<file path="src/hdl/lrck_pkg.sv">
package lrck_pkg;

  localparam int KNOTS    = 16;
  localparam int KnotDen  = KNOTS - 1;
  localparam int KnotDen2 = 2 * KnotDen;

  localparam int IDX_W = 6;
  localparam int R_W   = 16;
  localparam int R2_W  = 31;
  localparam int CF_W  = 16;
  localparam int ACC_W = 20;
  localparam int OUT_W = 16;
  localparam int DEN_W = 22;
  localparam int DU_W  = 21;
  localparam int REM_W = 22;
  localparam int NUM_W = 29;

  localparam int NUM_MAIN = 8;
  localparam int NUM_DIV  = 8;

  localparam logic [OUT_W-1:0] ONE_Q14 = 16'd16384;
  localparam logic [OUT_W-1:0] OUT_MAX = 16'd65535;
  localparam logic signed [DEN_W-1:0] SAT_DEN = 22'sd4096;

  localparam int MODE_WARP = 0;
  localparam int MODE_VIG  = 1;

  localparam logic [2:0] REG_WARP0    = 3'd0;
  localparam logic [2:0] REG_WARP1    = 3'd1;
  localparam logic [2:0] REG_WARP2    = 3'd2;
  localparam logic [2:0] REG_VIG_LOW  = 3'd3;
  localparam logic [2:0] REG_VIG_HIGH = 3'd4;
  localparam logic [2:0] REG_DGAIN    = 3'd5;
  localparam logic [2:0] REG_VGAIN    = 3'd6;
  localparam logic [2:0] REG_MODE     = 3'd7;

  typedef logic [R_W-1:0] rad_lut_t [2**IDX_W];

  // Knot radius in Q1.15, indexes past the last knot read as the last knot.
  // The rounded quotient is formed by shift and subtract.
  function automatic rad_lut_t build_rad_lut();
    rad_lut_t lut;
    int ic;
    int num;
    int quo;
    for (int i = 0; i < 2**IDX_W; i++) begin
      ic  = (i > KnotDen) ? KnotDen : i;
      num = ic * 65536 + KnotDen;
      quo = 0;
      for (int b = 22; b >= 0; b--) begin
        if (num >= (KnotDen2 << b)) begin
          num = num - (KnotDen2 << b);
          quo = quo + (1 << b);
        end
      end
      lut[i] = R_W'(quo);
    end
    return lut;
  endfunction

  localparam rad_lut_t RAD_LUT = build_rad_lut();

  typedef struct packed {
    logic [IDX_W-1:0]            idx;
    logic [R_W-1:0]              r;
    logic [R2_W-1:0]             r2;
    logic [2:0][ACC_W-1:0]       accw;
    logic signed [ACC_W-1:0]     accv;
    logic [2:0][OUT_W-1:0]       cor;
    logic signed [DEN_W-1:0]     den;
    logic                        vig_on;
  } mp_t;

  typedef struct packed {
    logic [R_W-1:0]        r;
    logic [2:0][OUT_W-1:0] cor;
    logic                  vig_on;
    logic                  sat;
    logic [DU_W-1:0]       du;
    logic [REM_W-1:0]      rem;
    logic [OUT_W-1:0]      nlow;
    logic [OUT_W-1:0]      quo;
    logic [OUT_W-1:0]      vig;
  } rc_t;

  function automatic logic signed [CF_W-1:0] coef(logic [63:0] w, int j);
    return $signed(w[16*j +: 16]);
  endfunction

  // round(r2 * acc / 2^30), half away from zero.
  function automatic logic signed [DEN_W-1:0] rnd30(logic [R2_W-1:0] r2,
                                                    logic signed [ACC_W-1:0] acc);
    logic signed [R2_W+ACC_W:0] prod;
    logic signed [R2_W+ACC_W:0] negc;
    logic signed [R2_W+ACC_W:0] adj;
    prod = $signed({1'b0, r2}) * acc;
    negc = prod[R2_W+ACC_W] ? 52'sd1 : 52'sd0;
    adj  = prod + 52'sd536870912 - negc;
    return DEN_W'(adj >>> 30);
  endfunction

  function automatic logic signed [ACC_W-1:0] horner_step(logic signed [CF_W-1:0] k,
                                                          logic [R2_W-1:0] r2,
                                                          logic signed [ACC_W-1:0] acc);
    logic signed [DEN_W-1:0] t;
    t = rnd30(r2, acc);
    return ACC_W'(k) + ACC_W'(t);
  endfunction

  // 1 + gain * (poly - 1), clamped to the unsigned Q2.14 range.
  function automatic logic [OUT_W-1:0] dist_out(logic signed [CF_W-1:0] gain,
                                                logic signed [ACC_W-1:0] acc);
    logic signed [ACC_W:0]  diff;
    logic signed [36:0]     prod;
    logic signed [36:0]     negc;
    logic signed [36:0]     sum;
    diff = (ACC_W+1)'(acc) - 21'sd16384;
    prod = gain * diff;
    negc = prod[36] ? 37'sd1 : 37'sd0;
    sum  = ((prod + 37'sd8192 - negc) >>> 14) + 37'sd16384;
    if (sum < 37'sd0) begin
      return '0;
    end else if (sum > 37'sd65535) begin
      return OUT_MAX;
    end
    return sum[OUT_W-1:0];
  endfunction

  function automatic logic signed [DEN_W-1:0] den_calc(logic signed [CF_W-1:0] gain,
                                                       logic signed [DEN_W-1:0] d);
    logic signed [37:0] prod;
    logic signed [37:0] negc;
    logic signed [37:0] sh;
    prod = gain * d;
    negc = prod[37] ? 38'sd1 : 38'sd0;
    sh   = (prod + 38'sd8192 - negc) >>> 14;
    return DEN_W'(sh) + 22'sd16384;
  endfunction

endpackage

</file>
<file path="src/hdl/lrck_recip.sv">
module lrck_recip import lrck_pkg::*; (
  input  logic clk_i,
  input  logic rst_ni,
  input  logic in_valid_i,
  output logic in_ready_o,
  input  mp_t  in_data_i,
  output logic out_valid_o,
  input  logic out_ready_i,
  output rc_t  out_data_o
);

  logic [NUM_DIV-1:0] v_q;
  logic [NUM_DIV-1:0] en;
  rc_t                p_q [NUM_DIV];
  rc_t                p_d [NUM_DIV];
  rc_t                init;
  logic [NUM_W-1:0]   num;

  // Two quotient bits of restoring division.
  function automatic rc_t div2(rc_t p);
    rc_t              o;
    logic [REM_W-1:0] t;
    o = p;
    for (int j = 0; j < 2; j++) begin
      t      = {o.rem[REM_W-2:0], o.nlow[OUT_W-1]};
      o.nlow = {o.nlow[OUT_W-2:0], 1'b0};
      if (t >= {1'b0, o.du}) begin
        o.rem = t - {1'b0, o.du};
        o.quo = {o.quo[OUT_W-2:0], 1'b1};
      end else begin
        o.rem = t;
        o.quo = {o.quo[OUT_W-2:0], 1'b0};
      end
    end
    return o;
  endfunction

  // Any denominator up to 4096 rounds to a quotient of 65536 or more.
  always_comb begin
    init        = '0;
    init.r      = in_data_i.r;
    init.cor    = in_data_i.cor;
    init.vig_on = in_data_i.vig_on;
    init.sat    = (in_data_i.den <= SAT_DEN);
    init.du     = in_data_i.den[DU_W-1:0];
    num         = {1'b1, {(NUM_W-1){1'b0}}} + NUM_W'(init.du >> 1);
    init.rem    = REM_W'(num[NUM_W-1:OUT_W]);
    init.nlow   = num[OUT_W-1:0];
  end

  always_comb begin
    en[NUM_DIV-1] = !v_q[NUM_DIV-1] || out_ready_i;
    for (int k = NUM_DIV - 2; k >= 0; k--) begin
      en[k] = !v_q[k] || en[k+1];
    end
    p_d[0] = div2(init);
    for (int k = 1; k < NUM_DIV; k++) begin
      p_d[k] = div2(p_q[k-1]);
    end
    if (!p_d[NUM_DIV-1].vig_on) begin
      p_d[NUM_DIV-1].vig = ONE_Q14;
    end else if (p_d[NUM_DIV-1].sat) begin
      p_d[NUM_DIV-1].vig = OUT_MAX;
    end else begin
      p_d[NUM_DIV-1].vig = p_d[NUM_DIV-1].quo;
    end
  end

  always_ff @(posedge clk_i or negedge rst_ni) begin
    if (!rst_ni) begin
      v_q <= '0;
    end else begin
      if (en[0]) begin
        v_q[0] <= in_valid_i;
      end
      for (int k = 1; k < NUM_DIV; k++) begin
        if (en[k]) begin
          v_q[k] <= v_q[k-1];
        end
      end
    end
  end

  always_ff @(posedge clk_i) begin
    for (int k = 0; k < NUM_DIV; k++) begin
      if (en[k]) begin
        p_q[k] <= p_d[k];
      end
    end
  end

  assign in_ready_o  = en[0];
  assign out_valid_o = v_q[NUM_DIV-1];
  assign out_data_o  = p_q[NUM_DIV-1];

endmodule

</file>
<file path="config.mk">
export PLATFORM = sky130hd
export DESIGN_NAME = lrck_recip
export DESIGN_NICKNAME = d
export VERILOG_FILES = /design/src/hdl/lrck_pkg.sv /design/src/hdl/lrck_recip.sv
export SDC_FILE = /design/constraint.sdc
export NUM_CORES = 2
export LEC_CHECK = 0
export BUFFER_PORTS_ARGS = -buffer_cell sky130_fd_sc_hd__buf_2
export CAP_MARGIN = 20
export CORE_MARGIN = 2
export CORE_UTILIZATION = 40
export DETAILED_ROUTE_END_ITERATION = 6
export GPL_TIMING_DRIVEN = 0
export PLACE_DENSITY = 0.56
export RECOVER_POWER = 100
export SYNTH_ARGS = -nofsm -noshare
export SYNTH_HDL_FRONTEND = slang
export SYNTH_SLANG_ARGS = --single-unit
</file>
<file path="constraint.sdc">
create_clock -name clk_i -period 14.65 [get_ports clk_i]
set_input_delay 2.1975 -clock clk_i [delete_from_list [all_inputs] [get_ports clk_i]]
set_output_delay 2.1975 -clock clk_i [all_outputs]
set_load 0.05 [all_outputs]
</file>
# Word level (Yosys, flattened, before mapping)
# Memories as Yosys holds them, arrays and structs flattened.
# Index checks and enable logic that the tools add are counted.
[op_classes]
reduce_logical = 16
eq_ne = 0
multipliers = 0
add_sub_neg = 17
shift = 0
muxes = 50
magnitude_cmp = 17
bitwise = 0
div_mod_pow = 0
[ops]
columns = ["op", "count"]
rows = [
  ["$ge A22 B21 Y1", 15],
  ["$mux W22", 8],
  ["$sub A22 B21 Y22", 8],
  ["$mux W21", 8],
  ["$sub A21 B21 Y21", 7],
  ["$mux W1", 32],
  ["$mux W16", 2],
  ["$add A29 B20 Y29 const A", 1],
  ["$le A22 B14 Y1 const B", 1],
  ["$ge A14 B21 Y1", 1],
  ["$sub A14 B21 Y21", 1],
  ["$logic_not A1 Y1", 8],
  ["$logic_or A1 B1 Y1", 8],
]
[word_totals]
elab_cells = 109
mem_bits_ro = 0
regBits = 8
memories = 1
output_inout_bits = 159
ram_bits = 1240
latch_bits = 0
in_bits = 208
[memory_table]
columns = ["name", "words", "word_bits", "rd", "rd_clocked_by_memory_dff", "write_ports", "line_no", "rtl"]
rows = [
  ["p_q", 8, 155, 8, 0, 8, "lrck_recip.sv:14", "rc_t p_q [NUM_DIV];"],
]

# Longest topological paths before layout
[depth]
depth_word = 11
mapped_depth = 26
ltp_nobuf = 23

# Least setup slack after synthesis
# Ideal clock, no wire load.
[synth_timing]
path_kind = "input -> output"
from = "in out_ready_i"
to = "out in_ready_o"
required_ps = 12452
path_buffers = 0
setup_slack_ps = 15
t_arrival_ps = 12438
stages = 6
cell_sequence = "nor2b_1 nand3_1 nor2_1 nand3_1 inv_1 nand3_1"
[synth_between]
elab_chain_cells = 8
[synth_lines]
columns = ["element", "line_no", "rtl"]
rows = [
  ["start: declaration", "lrck_recip.sv:8", "input logic out_ready_i,"],
  ["$logic_or A1 B1 Y1", "lrck_recip.sv:52", "en[NUM_DIV-1] = !v_q[NUM_DIV-1] || out_ready_i;"],
  ["$logic_or A1 B1 Y1 (2 in a row)", "lrck_recip.sv:54", "en[k] = !v_q[k] || en[k+1];"],
  ["net en[5]", "lrck_recip.sv:13", "logic [NUM_DIV-1:0] en;"],
  ["$logic_or A1 B1 Y1 (3 in a row)", "lrck_recip.sv:54", ""],
  ["net en[2]", "lrck_recip.sv:13", ""],
  ["$logic_or A1 B1 Y1 (2 in a row)", "lrck_recip.sv:54", ""],
  ["end: declaration", "lrck_recip.sv:5", "output logic in_ready_o,"],
]
# The timed path passes the listed nets, and every way through them passes these cells.

# Final worst setup path
# Same ends and word-level chain as after synthesis.

==> impl_metrics.toml <==
[global_route]
grt_max_degree = 92
grt_remaining_overflow = 0
grt_first_pass_wirelength_mm = 172
grt_pass1_vias = 30700
grt_use_total_pct = 17.6
antenna_found_initial = 4

[drt]
first_pass_iters = 6
ant_nets = 0
wl_mm = 112
drc_errors = 0
vias = 30400
drt_iter0_markers = 1593
avgViaCountPerCell = 5.08
wl_per_cell_um = 18.8

[layout]
layout_commonest_cell = "edfxtp_1"
layout-drive-gt1-share_pct = 13.2
final_cell_mix = "edfxtp_1 (953), ha_1 (320), inv_1 (276), a21oi_1 (262), clkbuf_1 (253)"
final_area_um2 = 56000
nNetsFinal = 4795
area_growth_pct = 12.9

[status]
status = "finished with violations"
failed_checks = "capacitance limit, slew limit"

[yosys]
ys.warnings.count = 0
ys_seq_elements = 961
yosys-top-cells-area = "edfxtp_1 (58%), ha_1 (8.1%), mux2_2 (4.1%)"
ys.flop_type = "edfxtp_1"
synthMuxAreaShare_pct = 5.09
synth_xor_area_share_pct = 4.65
synth_top_area_cell = "edfxtp_1"
synth_top_family_by_area = "compound AO/OA/AOI/OAI gates"
synth_cells = 3882
synth_compound_area_share_pct = 10.9
syn_area_um2 = 49600
synth-edff-count = 953
synthAdderAreaFrac_pct = 8.72
ys_seq_area_share_pct = 58.1
synth-async-reset-ratio_pct = 0.832
synthSimpleGateAreaFrac_pct = 7.56
yosys.area.top_type_share_pct = 57.7
synth_area_per_cell_um2 = 12.8
synth_cell_types = 84

[worst_setup_path]
cp_data_arrival_time_ns = 7.67
critPathLaunchType = "input pin"
end_kind = "output pin"
worst-path-max-fanout = 46
crit_type = "input pin to output pin"
crit_slowest_cell = "nand3_1"
path_cells = "buf_2, nor2b_1, nand3_1, nor2_1, nand3_1, inv_1, nand3_1, buf_16, clkbuf_1"
max_stage_delay_ns = 1.73
worstPathRequired_ns = 12.45
cpMostUsedCell = "nand3_1"

[clocking]
cts.sinks = 961
clockRootBuffer = "clkbuf_16"
cts.clk_slew.worst_paths_ns = 0.06
cts_buffers = 106
post_cts.repair.setup_buffers = 0
clockBufferDepth = 3
htreeDepth = 3
cts_hold_buf = 0
cts_tree = "yes"
ctsResizeCount = 0
clk_latency_ns = 0.72

[floorplan]
rows = 129
die_w_um = 356
ioPinCount = 367
start_util_pct = 40.2
dieArea_um2 = 127000
core_area_um2 = 123000
die_height_um = 356

[sta]
final-hold-violation-count = 0
whs_ns = 0.400
finalCriticalPeriod_ns = 9.87
fin_tns_setup_ns = 0
fin_crit_sh_pct = 67.4
fin_ws_ns = 4.78
drv_slew = 899
finalSetupViolCount = 0
rsz0062_at_grt = "no"
fin_skew_ns = 0.0481
worst_slew_pin_slew_ns = 5.31
maxSlewHeadroom_pct = -254
fmax_mhz = 101

[worst_hold_path]
worstHoldPathType = "register to register"

[placement]
dp_hpwl_mm = 85.1
place_area_um2 = 53300
gp_routability_congestion = 0.928
portBuffers = 233
preCtsSetupSlack_ns = 6.02

[flow_run]
maxCapViolCount = 18
-- layout make-up --
cell class | count | area [µm²]
fill | 11400 | 67300
sequential | 961 | 28800
multi-input combinational | 2448 | 18200
clock buffer | 131 | 2770
tap | 1637 | 2050
buffer | 210 | 1380
inverter | 278 | 1050
timing repair buffer | 246 | 1030
clock inverter | 65 | 704
antenna | 2 | 5.00
-- Yosys cell counts, drive strengths merged, types with 6 or more instances --
library cell  number
o211ai            26
ha               320
nor3              59
or3               25
and2              20
a211oi            27
mux2i             24
o41ai             13
a41oi              8
nand2            199
xor2              80
mux2             197
a2111oi            9
nand4             44
buf              181
nand2b            29
and3              17
fa                16
clkbuf            29
a21o              85
a31oi             24
o2111ai            7
nand3             63
edfxtp           953
a21oi            262
o21a              58
a21boi            11
or2               12
o31ai             23
and4               6
a311oi             7
o221ai             7
o21ai            155
o21bai            29
a31o              11
nor3b              6
xnor2            183
dfrtp              8
inv              278
nor2b             43
nor2             235
nor4              19
-- logic make-up after synthesis --
group                    Yosys count
adder cells (fa/ha/maj)          336
AO/OA/AOI/OAI                    824
AND/OR/NAND/NOR                  788
other                              1
flip-flops                       961
buffers and inverters            488
XOR/XNOR                         263
multiplexers                     221
-- state kept, by name, indices dropped and copies added (netlist names) --
| register | count |
|---|---|
| v_q | 8 |
| p_q | 953 |
-- worst max-delay path, delay by kind of cell --
| kind | cells | cell delay, ns |
|---|---|---|
| buf+inv | 4 | 1.09 |
| simple gates | 5 | 4.32 |
-- routing by layer --
metal	global-route usage [%]	part of all wire [%]	up-vias
met5	0	0	-
met4	7.20	4.0	0
met3	2.54	3.3	205
met2	32.8	53	586
met1	19.9	40	14500
li1	-	-	15100
-- final timing paths --
kind	startpoint	end	slack, ns	depth (start not counted)
worst max-delay path	out_ready_i	in_ready_o	4.78	9
worst min-delay path	p_q[0][424]	p_q[0][579]	0.40	0
worst max register to register	p_q[0][235]	p_q[0][373]	5.34	24
worst min register to register	p_q[0][424]	p_q[0][579]	0.40	0
max in group asynchronous	rst_ni	v_q[3]	12.91	1
min in group asynchronous	rst_ni	v_q[5]	1.41	1
-- through the flow --
step           utilization, %  cells
6_report                 45.4   5978
5_1_grt                  45.4   5977
4_1_cts                  46.0   5976
3_5_place_dp             43.2   5780
3_3_place_gp             42.9   5767
2_1_floorplan               -   3897
Power is left out: the tool's default activity adds up to more than one toggle a clock period on the data nets, which glitch-free logic cannot reach.
